File: src/design/glob_wildcard_matcher_core_macros.svh
// ----------------------------------------------------------------------------
// Assertion macros for the glob wildcard matcher
// Shared property wrappers, clocked and disabled by the synchronous reset.
// ----------------------------------------------------------------------------
`ifndef GLOB_WILDCARD_MATCHER_CORE_MACROS_SVH
`define GLOB_WILDCARD_MATCHER_CORE_MACROS_SVH

// same-cycle implication
`define GWM_ASSERT_IMP(label, clk, rstn, ante, cons, msg) \
    label: assert property (@(posedge clk) disable iff (!rstn) (ante) |-> (cons)) \
        else $error(msg);

// next-cycle implication
`define GWM_ASSERT_NXT(label, clk, rstn, ante, cons, msg) \
    label: assert property (@(posedge clk) disable iff (!rstn) (ante) |=> (cons)) \
        else $error(msg);

`endif

File: src/design/gwm_pkg.sv
// ----------------------------------------------------------------------------
// gwm_pkg
// Request codes, symbol constants and the queued request type.
// ----------------------------------------------------------------------------
package gwm_pkg;

    localparam logic [1:0] FUNC_BEGIN  = 2'd0;
    localparam logic [1:0] FUNC_APPEND = 2'd1;
    localparam logic [1:0] FUNC_PATH   = 2'd2;
    localparam logic [1:0] FUNC_END    = 2'd3;

    localparam logic [7:0] SYM_STAR = 8'h2A;
    localparam logic [7:0] SYM_ANY  = 8'h3F;

    typedef struct packed {
        logic [1:0] func;
        logic [7:0] symbol;
    } cmd_t;

endpackage

File: src/design/gwm_front.sv
// ----------------------------------------------------------------------------
// gwm_front
// Accepts requests, classifies them and holds them in a two-entry queue.
// ----------------------------------------------------------------------------
`include "glob_wildcard_matcher_core_macros.svh"

module gwm_front
    import gwm_pkg::*;
(
    input  logic       aclk,
    input  logic       aresetn,
    input  logic       s_valid,
    output logic       s_ready,
    input  logic [1:0] s_func,
    input  logic [7:0] s_symbol,
    output logic       q_valid,
    input  logic       q_ready,
    output cmd_t       q_cmd
);

    localparam int QDEPTH = 2;

    cmd_t       queue_mem [QDEPTH];
    logic       wr_ptr_reg, wr_ptr_next;
    logic       rd_ptr_reg, rd_ptr_next;
    logic [1:0] count_reg, count_next;
    logic       push, pop;
    cmd_t       cls_cmd;

    // ignored symbols are cleared
    always_comb begin
        cls_cmd.func = s_func;
        unique case (s_func)
            FUNC_APPEND, FUNC_PATH: cls_cmd.symbol = s_symbol;
            FUNC_BEGIN, FUNC_END:   cls_cmd.symbol = 8'h00;
            default:                cls_cmd.symbol = 8'h00;
        endcase
    end

    assign s_ready = (count_reg != 2'(QDEPTH));
    assign q_valid = (count_reg != 2'd0);
    assign push    = s_valid && s_ready;
    assign pop     = q_valid && q_ready;
    assign q_cmd   = queue_mem[rd_ptr_reg];

    always_comb begin
        wr_ptr_next = push ? ~wr_ptr_reg : wr_ptr_reg;
        rd_ptr_next = pop ? ~rd_ptr_reg : rd_ptr_reg;
        count_next  = count_reg + 2'(push) - 2'(pop);
    end

    always_ff @(posedge aclk) begin
        if (!aresetn) begin
            wr_ptr_reg <= 1'b0;
            rd_ptr_reg <= 1'b0;
            count_reg  <= 2'd0;
        end else begin
            wr_ptr_reg <= wr_ptr_next;
            rd_ptr_reg <= rd_ptr_next;
            count_reg  <= count_next;
        end
    end

    always_ff @(posedge aclk) begin
        if (push) begin
            queue_mem[wr_ptr_reg] <= cls_cmd;
        end
    end

    `GWM_ASSERT_NXT(a_q_drain, aclk, aresetn, pop && !push, count_reg == $past(count_reg) - 2'd1, "queue count did not drop on pop")

endmodule

File: src/design/gwm_back.sv
// ----------------------------------------------------------------------------
// gwm_back
// Pattern cells, position-set update and the result register.
// ----------------------------------------------------------------------------
`include "glob_wildcard_matcher_core_macros.svh"

module gwm_back
    import gwm_pkg::*;
#(
    parameter int PATTERN_MAX = 64
) (
    input  logic aclk,
    input  logic aresetn,
    input  logic q_valid,
    output logic q_ready,
    input  cmd_t q_cmd,
    output logic m_valid,
    input  logic m_ready,
    output logic m_matched,
    output logic m_pattern_overflow
);

    localparam int NP = PATTERN_MAX + 1;
    localparam int LW = $clog2(PATTERN_MAX + 1);
    localparam int IW = (PATTERN_MAX > 1) ? $clog2(PATTERN_MAX) : 1;

    logic [7:0]    store_mem [PATTERN_MAX];
    logic [LW-1:0] len_reg, len_next;
    logic          ovf_reg, ovf_next;
    logic [NP-1:0] raw_reg, raw_next;
    logic          m_valid_reg, m_valid_next;
    logic          m_matched_reg, m_matched_next;
    logic          m_ovf_reg, m_ovf_next;

    logic [NP-1:0] star_v, adv_v, closed, stepped;
    logic          pop, out_free, wr_en, has_room;

    // per-cell classification
    always_comb begin
        star_v = '0;
        adv_v  = '0;
        for (int i = 0; i < PATTERN_MAX; i++) begin
            if (LW'(i) < len_reg) begin
                star_v[i] = (store_mem[i] == SYM_STAR);
                adv_v[i]  = (store_mem[i] != SYM_STAR)
                    && ((store_mem[i] == SYM_ANY) || (store_mem[i] == q_cmd.symbol));
            end
        end
    end

    // star closure via carry chain through runs of star cells
    assign closed  = raw_reg | (((raw_reg & star_v) + star_v) ^ star_v);
    assign stepped = (closed & star_v) | ((closed & adv_v) << 1);

    assign out_free = !m_valid_reg || m_ready;
    assign q_ready  = (q_cmd.func != FUNC_END) || out_free;
    assign pop      = q_valid && q_ready;
    assign has_room = (len_reg < LW'(PATTERN_MAX));
    assign wr_en    = pop && (q_cmd.func == FUNC_APPEND) && has_room;

    always_comb begin
        len_next       = len_reg;
        ovf_next       = ovf_reg;
        raw_next       = raw_reg;
        m_valid_next   = m_valid_reg && !m_ready;
        m_matched_next = m_matched_reg;
        m_ovf_next     = m_ovf_reg;
        if (pop) begin
            unique case (q_cmd.func)
                FUNC_BEGIN: begin
                    len_next = '0;
                    ovf_next = 1'b0;
                    raw_next = NP'(1);
                end
                FUNC_APPEND: begin
                    if (has_room) begin
                        len_next = len_reg + LW'(1);
                    end else begin
                        ovf_next = 1'b1;
                    end
                    raw_next = NP'(1);
                end
                FUNC_PATH: begin
                    raw_next = stepped;
                end
                FUNC_END: begin
                    m_valid_next   = 1'b1;
                    m_matched_next = closed[len_reg];
                    m_ovf_next     = ovf_reg;
                    raw_next       = NP'(1);
                end
                default: begin
                    raw_next = raw_reg;
                end
            endcase
        end
    end

    always_ff @(posedge aclk) begin
        if (!aresetn) begin
            len_reg     <= '0;
            ovf_reg     <= 1'b0;
            raw_reg     <= NP'(1);
            m_valid_reg <= 1'b0;
        end else begin
            len_reg     <= len_next;
            ovf_reg     <= ovf_next;
            raw_reg     <= raw_next;
            m_valid_reg <= m_valid_next;
        end
    end

    always_ff @(posedge aclk) begin
        m_matched_reg <= m_matched_next;
        m_ovf_reg     <= m_ovf_next;
        if (wr_en) begin
            store_mem[len_reg[IW-1:0]] <= q_cmd.symbol;
        end
    end

    assign m_valid            = m_valid_reg;
    assign m_matched          = m_matched_reg;
    assign m_pattern_overflow = m_ovf_reg;

    `GWM_ASSERT_NXT(a_end_result, aclk, aresetn, pop && (q_cmd.func == FUNC_END), m_valid_reg, "end request left no result")
    `GWM_ASSERT_IMP(a_ovf_full, aclk, aresetn, ovf_reg, len_reg == LW'(PATTERN_MAX), "overflow flagged below capacity")
    `GWM_ASSERT_NXT(a_rearm, aclk, aresetn, pop && (q_cmd.func != FUNC_PATH), raw_reg == NP'(1), "position set not rearmed")

endmodule

File: src/design/glob_wildcard_matcher_core.sv
// ----------------------------------------------------------------------------
// glob_wildcard_matcher_core
// Streams a path on a loaded '*'/'?' pattern, one byte per cycle unless stalled.
// ----------------------------------------------------------------------------
// Channel  Dir  Ports                                   Carries
// s_       in   s_valid s_ready s_func s_symbol         pattern/path requests
// m_       out  m_valid m_ready m_matched               match result per end
//                m_pattern_overflow
//
// One request per cycle sustained unless a held result stalls; the position-set
// update of the back end (per-cell compare plus a carry-chain star closure) is
// combinational. A request passes through the queue, then the result register.
// Reset: synchronous, active low; empty pattern, only start position set.
// Stalls: a held result stalls an end request at the queue head and all behind
// it; the queue holds that request and one more.
// ----------------------------------------------------------------------------
module glob_wildcard_matcher_core
    import gwm_pkg::*;
#(
    parameter int PATTERN_MAX = 64
) (
    input  logic       aclk,
    input  logic       aresetn,
    input  logic       s_valid,
    output logic       s_ready,
    input  logic [1:0] s_func,
    input  logic [7:0] s_symbol,
    output logic       m_valid,
    input  logic       m_ready,
    output logic       m_matched,
    output logic       m_pattern_overflow
);

    logic q_valid;
    logic q_ready;
    cmd_t q_cmd;

    gwm_front u_front (
        .aclk     (aclk),
        .aresetn  (aresetn),
        .s_valid  (s_valid),
        .s_ready  (s_ready),
        .s_func   (s_func),
        .s_symbol (s_symbol),
        .q_valid  (q_valid),
        .q_ready  (q_ready),
        .q_cmd    (q_cmd)
    );

    gwm_back #(
        .PATTERN_MAX (PATTERN_MAX)
    ) u_back (
        .aclk               (aclk),
        .aresetn            (aresetn),
        .q_valid            (q_valid),
        .q_ready            (q_ready),
        .q_cmd              (q_cmd),
        .m_valid            (m_valid),
        .m_ready            (m_ready),
        .m_matched          (m_matched),
        .m_pattern_overflow (m_pattern_overflow)
    );

endmodule
File: config.mk
export PLATFORM = sky130hd
export DESIGN_NAME = glob_wildcard_matcher_core
export DESIGN_NICKNAME = d
export VERILOG_FILES = /design/src/design/gwm_pkg.sv /design/src/design/gwm_front.sv /design/src/design/gwm_back.sv /design/src/design/glob_wildcard_matcher_core.sv
export VERILOG_INCLUDE_DIRS = /design/src /design/src/design
export SDC_FILE = /design/constraint.sdc
export NUM_CORES = 1
export LEC_CHECK = 0
export BUFFER_PORTS_ARGS = -buffer_cell sky130_fd_sc_hd__buf_2
export CELL_PAD_IN_SITES_DETAIL_PLACEMENT = 1
export CELL_PAD_IN_SITES_GLOBAL_PLACEMENT = 1
export CORE_AREA = 2 2 349 351
export CTS_CLUSTER_DIAMETER = 40
export DETAILED_ROUTE_END_ITERATION = 7
export DIE_AREA = 0 0 351 353
export GPL_TIMING_DRIVEN = 0
export PLACE_DENSITY_LB_ADDON = 0.2
export SETUP_SLACK_MARGIN = 0.15
export SLEW_MARGIN = 30
export SYNTH_ARGS = -nofsm -noshare
export SYNTH_HDL_FRONTEND = slang
export SYNTH_HIERARCHICAL = 1
export SYNTH_SLANG_ARGS = --single-unit
File: constraint.sdc
create_clock -name aclk -period 5.4 [get_ports aclk]
set_input_delay 1.62 -clock aclk [delete_from_list [all_inputs] [get_ports aclk]]
set_output_delay 1.62 -clock aclk [all_outputs]
set_load 0.005 [all_outputs]
# Word-level counts from Yosys, hierarchy flattened
# Memories as Yosys holds them, arrays and structs flattened. A register that Yosys moved wholly into a read port is not among the register bits.
# Cells that the tools add are included.
dict set report op_classes {
  addsub 4
  magnitude_cmp 66
  reduce_logical 147
  muxes 144
  bitwise 8
  eq_ne 266
}
# cell count
set ops {}
lappend ops {{equality test 8 x 6 -> 1 bit (second input constant)} 128}
lappend ops {{equality test 8 bit} 64}
lappend ops {{!= test 8 x 6 -> 1 bit (second input constant)} 64}
lappend ops {{< comparator 6 x 7 -> 1 bit (first input constant)} 32}
lappend ops {{two-way mux 1 bit} 138}
lappend ops {{bitwise AND 65 x 64 -> 65 bit} 2}
lappend ops {{bitwise OR 65 bit} 2}
lappend ops {{one-hot mux 65 bit (2 select lines)} 1}
lappend ops {{< comparator 5 x 7 -> 1 bit (first input constant)} 16}
lappend ops {{logical AND 1 bit} 69}
lappend ops {{logical OR 1 bit} 66}
lappend ops {{adder 65 x 64 -> 65 bit} 1}
lappend ops {{XOR 65 x 64 -> 65 bit} 1}
lappend ops {{bitwise AND 64 bit} 1}
lappend ops {{< comparator 4 x 7 -> 1 bit (first input constant)} 8}
lappend ops {{< comparator 3 x 7 -> 1 bit (first input constant)} 4}
lappend ops {{one-hot mux 8 bit (2 select lines)} 1}
lappend ops {{< comparator 1 x 7 -> 1 bit (first input constant)} 2}
lappend ops {{< comparator 2 x 7 -> 1 bit (first input constant)} 2}
lappend ops {{one-hot mux 7 bit (2 select lines)} 1}
lappend ops {{equality test 2 bit (second input constant)} 4}
lappend ops {{< comparator 7 x 8 -> 1 bit (second input constant)} 1}
lappend ops {{adder 7 x 1 -> 7 bit (second input constant)} 1}
lappend ops {{binary-select mux 1 bit (select 7 bit)} 1}
lappend ops {{other kinds (16)} 25}
dict set report totals {
  ramBits 532
  reg_bits 80
  elab_cells 646
  inputBits 14
  mem_count 2
}
# name depth width read_ports rd_ports_with_merged_regs wr line_no
set memory_table {}
lappend memory_table {u_back.store_mem 64 8 64 0 1 gwm_back.sv:27} ;# logic [7:0] store_mem [PATTERN_MAX];
lappend memory_table {u_front.queue_mem 2 10 1 1 1 gwm_front.sv:23} ;# cmd_t queue_mem [QDEPTH];

# Longest topological paths before layout
# Gate-level depths: netlist (run 1).
# An unclocked memory read counts as a cell.
dict set report logic_depth {
  ltp_word 10
  ltp_mapped 19
  depth_no_buf 16
}

# Hierarchy
# Netlist (run 1), hierarchy kept.
# module seq_area_each_um2 area_each_um2 cells_each instances
set by_module_without_submodules {}
lappend by_module_without_submodules {gwm_back 16916.2 34817.1 3356 1}
lappend by_module_without_submodules {gwm_front 700.7 1041.0 70 1}

# Worst setup path after synthesis (run 1)
# OpenSTA, ideal clock, no wires.
dict set report synth_timing {
  kind {flip-flop to flip-flop}
  from {register u_back.len_reg[5]}
  to {register u_back.m_matched_reg, in the netlist u_back/m_matched (data pin)}
  slack_ns 1.135
  stages_incl_launch_ff 19
  arrival_time_ns 4.006
  required_time_ns 5.141
  setup_time_ns 0.259
  cell_sequence {dfxtp_1 buf_4 or3_1 buf_4 o2111ai_1 nor2_1 ha_1 a211oi_1 o21ai_1 a21oi_4 nor4_2 or2_1 o21ai_2 and3_4 o221ai_2 a221o_1 o41ai_2 a31oi_1 o31a_1}
}
dict set report synth_between {
  elab_chain_cells 8
  elab_cells_between_ends 134
  classes_between {add/sub (1); order compare (64); mux (66); bitwise (3)}
}
# element line_no
set synth_lines {}
lappend synth_lines {{from (decl)} gwm_back.sv:28} ;# logic [LW-1:0] len_reg, len_next;
lappend synth_lines {{from (signal assigned)} gwm_back.sv:106} ;# len_reg <= len_next;
lappend synth_lines {{< comparator 1 x 7 -> 1 bit, or another cell as far along} gwm_back.sv:43} ;# if (LW'(i) < len_reg) begin
lappend synth_lines {{two-way mux 1 bit} gwm_back.sv:43}
lappend synth_lines {{bitwise AND 65 x 64 -> 65 bit} gwm_back.sv:52} ;# assign closed = raw_reg | (((raw_reg & star_v) + star_v) ^ star_v);
lappend synth_lines {{adder 65 x 64 -> 65 bit} gwm_back.sv:52}
lappend synth_lines {{XOR 65 x 64 -> 65 bit} gwm_back.sv:52}
lappend synth_lines {{bitwise OR 65 bit} gwm_back.sv:52}
lappend synth_lines {{binary-select mux 1 bit (select 7 bit) *} gwm_back.sv:88} ;# m_matched_next = closed[len_reg];
lappend synth_lines {{two-way mux 1 bit (implied by the code) *} gwm_back.sv:88}
lappend synth_lines {{to (signal assigned)} gwm_back.sv:114} ;# m_matched_reg <= m_matched_next;
lappend synth_lines {{to (decl)} gwm_back.sv:32} ;# logic m_matched_reg, m_matched_next;
# Mark *: on every way between the ends. The rest lies on a longest branch, timed or not. The select of a mux whose other input is x is not followed.
# A chain may end at the register's enable or synchronous reset.

# Worst setup path after layout (run 1)
dict set report layout_timing {
  from {register u_back.len_reg[4]}
  to {register u_back.m_matched_reg, in the netlist u_back/m_matched (data pin)}
}
# The elaborated chain is that of the path after synthesis.

==> results of run 1 <==
## final cells by class
class / instances / area [µm²] / share of cell area (%)
Buffer: 163 / 893 / 2.06
Multi-Input combinational cell: 2583 / 17800 / 41.1
Clock buffer: 117 / 2720 / 6.26
Antenna cell: 1 / 2.50 / 0.00577
Sequential cell: 613 / 17600 / 40.6
Inverter: 66 / 248 / 0.571
Timing Repair Buffer: 68 / 1200 / 2.77
Tap cell: 1625 / 2030 / 4.69
Clock inverter: 79 / 820 / 1.89
## metal layers
metal  vias up  GRT usage (%)  routed length [µm]
li1      13400              -                   -
met1     15700           36.2               72900
met2      1041           40.3               72900
met3       293           4.35               10600
met4         4           10.7                7470
met5         -              0                  23
## power by group through the flow
| stage | clock network [mW] | logic [mW] | registers [mW] |
|---|---|---|---|
| after floorplan | 0 | 2.39 | 5.78 |
| after global placement | 0 | 4.65 | 5.83 |
| after detailed placement | 0 | 5.35 | 5.78 |
| after CTS | 6.83 | 5.37 | 5.69 |
| after global routing | 7.03 | 5.57 | 5.69 |
| final | 6.71 | 5.34 | 5.69 |
## how the worst min path moves through the flow
stage,start,to,slack [ps]
global route,u_front/rd_ptr_reg$_SDFFE_PN0P_,u_front/rd_ptr_reg$_SDFFE_PN0P_,530
finish,u_front/rd_ptr_reg$_SDFFE_PN0P_,u_front/rd_ptr_reg$_SDFFE_PN0P_,500
global placement,u_front/rd_ptr_reg$_SDFFE_PN0P_,u_front/rd_ptr_reg$_SDFFE_PN0P_,480
floorplan,u_back/ovf_reg$_SDFFE_PN0P_,u_back/m_pattern_overflow$_DFFE_PP_,400
CTS,u_back/raw_reg[63]$_SDFFE_PN0P_,u_back/raw_reg[63]$_SDFFE_PN0P_,510
detailed placement,u_front/rd_ptr_reg$_SDFFE_PN0P_,u_front/rd_ptr_reg$_SDFFE_PN0P_,490
## through the flow
step                instance area [µm²]  setup TNS (ps)  util [%]
finish                            43400               0      36.0
global route                      43400               0      36.0
CTS                               43100               0      35.7
detailed placement                39300           -1120      32.6
global placement                  38000          -61390      31.5
floorplan                         35900               0         -
## cell usage in the layout (no fill, tap or decap), types with 16 or more instances in the layout
master / n
edfxtp_1: 534
xnor2_1: 338
nor2_1: 311
nand2_1: 189
xor2_1: 181
a21oi_1: 114
nand4_1: 113
nand3_1: 111
clkbuf_16: 107
nor4_1: 101
nor3_1: 98
o21ai_0: 97
dfxtp_1: 79
clkbuf_1: 64
inv_1: 63
or3_1: 62
a22oi_1: 56
buf_2: 51
nor2b_1: 51
and3_1: 43
or4_1: 43
clkbuf_2: 42
and2_1: 32
buf_16: 31
o22ai_1: 26
nand2b_1: 25
a21o_1: 25
a31oi_1: 25
o32ai_1: 24
a21boi_0: 23
nor3_2: 21
nor4_2: 20
o21a_1: 20
or2_2: 19
inv_6: 18
buf_6: 18
buf_4: 18
a211oi_1: 17
o31ai_1: 16
## cells in the mapped netlist, types with 13 or more instances
library cell  instances  area share (%)
o32ai_1              24            0.59
a21oi_1             118             1.6
xor2_1              181             4.4
nor4_1              118             2.1
buf_1                25            0.26
edfxtp_1            534              45
buf_2                13            0.18
nor2_1              317             3.3
nor2b_1              51            0.89
o21ai_1              14            0.20
xnor2_1             338             8.3
and3_1               43            0.75
or4_1                43            0.90
or3_1                67             1.2
a31oi_1              29            0.51
clkbuf_1             96             1.0
or2_2                19            0.33
a21boi_0             25            0.52
nand2b_1             26            0.45
inv_1                64            0.67
a22oi_1              56             1.2
dfxtp_1              79             4.4
o21a_1               21            0.44
o31ai_1              18            0.38
and2_1               32            0.56
nand3_1             112             1.6
o22ai_1              26            0.45
a21o_1               26            0.54
buf_6                17            0.53
nor4b_1              16            0.39
nand4_1             113             2.0
o21ai_0              99             1.4
nand2_1             189             2.0
nor3_1              115             1.6
a211oi_1             19            0.40
## critical path: cells and delay by family, from the launching register on
kind | cells | cell delay [ps]
AND/OR/NAND/NOR | 5 | 1270
AO/OA/AOI/OAI | 9 | 2750
flip-flops | 1 | 330
buffers and inverters | 3 | 650
## repair_timing
| item | in CTS | in global routing |
|---|---|---|
| pin swaps | 3 | 8 |
| endpoints found under the setup margin | 17 | 4 |
| resized for setup | 41 | 57 |
| buffers inserted | 2 | 6 |
## cells by family (layout without fill, tap and decap cells)
group           Yosys count  after routing  share of synthesized area (%)
simple gates           1366           1366                           20.8
compound gates          680            680                           13.8
flops                   613            613                           49.1
xor+xnor                519            519                           12.7
buf+inv                 230            493                           2.98
mux                      15             15                          0.489
fa+ha+maj                 3              3                          0.105
other cells               0              1                              0
==> impl_metrics.csv, run 1 <==
group,metric,value,unit
die,die_w,351,µm
clock_tree,clkLatencyLatePin,740,ps
layout,area_growth,20.9,%
critical_path,crit_fanout,10,
global_route,grt_max_degree,43,
drt,viasPerCell,5.74,
die,dieArea,0.124,mm²
power_and_ir_drop,seqPwrFrac,32.1,%
global_route,grt_pass1_vias,30100,
power_and_ir_drop,peakVddDrop,276,µV
critical_path,path_cells,"buf_4 > buf_8 > nor3_4 > buf_4 > a21oi_1 > a31oi_1 > nor2_1 > a221oi_2 > nor3_2 > or2_1 > o21ai_2 > a21oi_1 > nand2b_2 > a221o_1 > o41ai_2 > a31oi_1 > o31a_1",
layout,layout-drive-gt1-share,14.9,%
drt,ant_nets,0,
sta,maxSlewHeadroom,24.4,%
power_and_ir_drop,clock_power_share,37.8,%
power_and_ir_drop,p_leak,13.3,nW
die,io_pins,18,
drt,drtIter0Drc,2786,
placement,routabilityCongestion,0.960,
logic_synthesis,synthesis.area,0.0359,mm²
logic_synthesis,syn_nets,3443,
critical_path,cp-endpoint,"u_back/m_matched$_DFFE_PP_",
sta,fmax,0.189,GHz
worst_hold_path,timing.hold.worst_path_depth,2,
critical_path,worst_setup_path_end_kind,"flop",
critical_path,worstSetupPathType,"flop to flop",
drt,routed_wirelength,164000,µm
placement,preCtsSetupSlack,-975,ps
layout,fin_cells,5315,
critical_path,r2r-end,"u_back/m_matched$_DFFE_PP_",
sta,fin_crit_sh,98.0,%
critical_path,r2r_cells,17,
clock_tree,root_buffer,"clkbuf_16",
logic_synthesis,ys_ff_latch,613,
drt,drc,0,
sta,hold_viol_final,0,
clock_tree,clock-sinks,613,
die,start_util,29.7,%
clock_tree,cts_tree,"built",
drt,vias,30500,
power_and_ir_drop,total_power,17.7,mW
sta,holdWs,501,ps
placement,dp_cells,5111,
sta,maxSlewViolCount,0,
critical_path,required,5840,ps
placement,io_buffer_count,17,
global_route,grt_use_total,26.1,%
power_and_ir_drop,combinationalPowerShare,30.1,%
clock_tree,numCtsBuffers,106,
critical_path,cpMaxStageDelayCell,"a221oi_2",
clock_tree,clk_pin_slew,60,ps
sta,worst_slew_pin_slew,1130,ps
logic_synthesis,yosysWarnings,6,
critical_path,worstSetupStartpointType,"flop",
logic_synthesis,synth_edf_count,534,
placement,dp_hpwl,123000,µm
critical_path,critPathMaxStageDelay,570,ps
logic_synthesis,syn_area_per_cell,10.5,µm²
clock_tree,clockBufferDepth,3,
die,core_area,0.121,mm²
logic_synthesis,async_reset_ff_share,0,%
global_route,grt.overflow.total,0,
critical_path,cp-startpoint,"u_back/len_reg[4]$_SDFFE_PN0P_",
power_and_ir_drop,p_per_area,409,mW/mm²
critical_path,cp.arrival,5730,ps
die,die_h,353,µm
drt,dr.pass1.iters,5,
worst_hold_path,holdCritPathClass,"flop to flop",
sta,timing.final.ws_setup,109,ps
sta,min_period,5290,ps
critical_path,r2r_start,"u_back/len_reg[4]$_SDFFE_PN0P_",
logic_synthesis,syn-instance-count,3426,
drt,wl_per_cell,30.8,µm
sta,rsz0062_at_grt,"true",
logic_synthesis,synthDistinctLibCells,123,
logic_synthesis,synth_seq_area_share,49.1,%
layout,nNetsFinal,3618,
layout,largest_reg_flops,512,
logic_synthesis,yosys_most_used_dff,"edfxtp_1",
power_and_ir_drop,cell_internal_pwr,11.4,mW
layout,nFillCells,13300,
global_route,antenna_found_initial,7,
critical_path,reg2reg_slack,110,ps
power_and_ir_drop,switching_share,35.5,%
sta,fin_worst_skew,40.9,ps
die,rows,128,
power_and_ir_drop,switching_power,6.29,mW
flow_run,maxCapViolations,0,
status,status,"completed",
global_route,grt_pass1_wl,231000,µm
sta,setup_viol,0,
clock_tree,hold_buffers,0,
clock_tree,htree_levels,3,
No activity file was read; power rests on OpenSTA's default activity.
==> inputs of run 2 (changes only) <==
SETUP_SLACK_MARGIN = 0.05   (was 0.15)
==> run 2 against run 1 <==
Net effect: the flow now finishes with violations (negative setup slack); die area unchanged; flip-flop and latch count unchanged; clock power about the same; critical endpoint unchanged.
==> impl_metrics.csv, run 2 (synthesis results as in run 1) <==
group,metric,value,unit
sta,min_period,5460,ps
critical_path,cpMaxStageDelayCell,"a2111o_1",
layout,layout_common_cells,"edfxtp_1 (534), xnor2_1 (338), nor2_1 (315)",
sta,worst_slew_pin_slew,1120,ps
power_and_ir_drop,peakVddDrop,276,µV
global_route,antenna_found_initial,7,
global_route,grt_pass1_vias,30100,
global_route,grt.overflow.total,0,
critical_path,crit_fanout,10,
layout,fin_cells,5311,
drt,dr.pass1.iters,5,
global_route,grt_pass1_wl,231000,µm
placement,dp_cells,5111,
clock_tree,root_buffer,"clkbuf_16",
power_and_ir_drop,p_per_area,410,mW/mm²
drt,drc,0,
die,dieArea,0.124,mm²
clock_tree,clock-sinks,613,
critical_path,critPathMaxStageDelay,640,ps
drt,vias,30400,
die,rows,128,
flow_run,maxCapViolations,0,
global_route,grt_max_degree,43,
drt,drtIter0Drc,2730,
drt,routed_wirelength,164000,µm
layout,largest_reg_flops,512,
critical_path,path_cells,"buf_6 > buf_6 > buf_8 > o311ai_4 > a2111o_1 > or4_4 > nor3_2 > nand4_2 > nor4_2 > o21a_1 > a221oi_2 > and4_1 > nor2_1 > a221oi_1 > a311oi_1 > o31a_1",
drt,viasPerCell,5.72,
clock_tree,clk_pin_slew,60,ps
layout,nNetsFinal,3614,
layout,layout_commonest_cell,"edfxtp_1",
drt,ant_nets,0,
layout,nFillCells,13300,
sta,fin_worst_skew,41.8,ps
placement,io_buffer_count,17,
clock_tree,clockBufferDepth,3,
status,status,"complete, but fails checks",
critical_path,worstSetupStartpointType,"flop",
clock_tree,clkLatencyLatePin,740,ps
sta,maxSlewViolCount,0,
global_route,grt_use_total,26.1,%
layout,area_growth,20.6,%
clock_tree,hold_buffers,0,
drt,wl_per_cell,30.8,µm
die,io_pins,18,
critical_path,path_common_cell,"buf_6",
sta,hold_viol_final,0,
sta,fmax,0.183,GHz
die,core_area,0.121,mm²
sta,setup_viol,1,
die,die_h,353,µm
critical_path,worst_setup_path_end_kind,"flop",
sta,rsz0062_at_grt,"true",
placement,dp_hpwl,123000,µm
clock_tree,cts_tree,"built",
sta,fin_crit_sh,101,%
critical_path,required,5920,ps
die,start_util,29.7,%
sta,tns,-64.5,ps
placement,routabilityCongestion,0.960,
power_and_ir_drop,p_leak,13.2,nW
clock_tree,numCtsBuffers,106,
worst_hold_path,holdCritPathClass,"flop to flop",
critical_path,cp.arrival,5980,ps
clock_tree,htree_levels,3,
layout,fin_util,35.9,%
critical_path,worstSetupPathType,"flop to flop",
status,violations,"negative setup slack",
layout,layout-drive-gt1-share,14.3,%
sta,maxSlewHeadroom,24.5,%
die,die_w,351,µm
sta,timing.final.ws_setup,-64.5,ps
-- run 2: cell count changes in the layout (fill, tap and decap cells not counted), sizes merged --
cell  change
buf       -4
-- run 2: critical path, delay by kind of cell, from the launching register on --
kind / cells / cell delay (ps)
AND/OR/NAND/NOR: 6 / 2410
AO/OA/AOI/OAI: 7 / 2010
buffers and inverters: 3 / 480
flip-flops: 1 / 320
-- run 2: per-layer routing --
| metal | GRT usage, % | share of wire (%) |
|---|---|---|
| met1 | 36.2 | 44 |
| met5 | 0 | 0.0086 |
| met4 | 10.9 | 4.4 |
| met2 | 40.2 | 45 |
| met3 | 4.34 | 6.5 |
-- run 2: power by group --
group / internal [mW] / switching [mW]
Clock: 4.11 / 2.60
Combinational: 1.68 / 3.66
Sequential: 5.65 / 0.0380
Total: 11.4 / 6.29
-- run 2: area by class of cell --
class / instances / area [µm²] / share of cell area (%)
timing repair buffer: 65 / 1180 / 2.72
sequential: 613 / 17600 / 40.7
buffer: 162 / 888 / 2.05
inverter: 66 / 248 / 0.573
tap: 1625 / 2030 / 4.70
multi-input combinational: 2583 / 17700 / 41.0
antenna: 1 / 2.50 / 0.00579
clock inverter: 79 / 820 / 1.90
clock buffer: 117 / 2720 / 6.28
-- run 2: metrics by stage --
step | setup slack, ps | power, mW | area, µm² | hold WS (ps)
global placement | -2280 | 10.5 | 38000 | 484
floorplan | 1130 | 8.16 | 35900 | 399
finish | -64.5 | 17.7 | 43200 | 501
detailed placement | -975 | 11.1 | 39300 | 491
CTS | 70.2 | 17.9 | 43000 | 508
global route | 23.2 | 18.3 | 43200 | 529
-- run 2: what timing repair did --
item	CTS	global route
setup buffers	1	4
gates resized for setup	34	41
setup endpoints to repair	10	3
pin swaps	2	4
-- run 2: final timing paths --
| path | to | cells past startpoint | slack, ps | from |
|---|---|---|---|---|
| worst max-delay path | u_back/m_matched$_DFFE_PP_ | 16 | -60 | u_back/len_reg[3]$_SDFFE_PN0P_ |
| worst min register to register | u_front/rd_ptr_reg$_SDFFE_PN0P_ | 2 | 500 | u_front/rd_ptr_reg$_SDFFE_PN0P_ |
| worst min-delay path | u_front/rd_ptr_reg$_SDFFE_PN0P_ | 2 | 500 | u_front/rd_ptr_reg$_SDFFE_PN0P_ |
| worst max register to register | u_back/m_matched$_DFFE_PP_ | 16 | -60 | u_back/len_reg[3]$_SDFFE_PN0P_ |
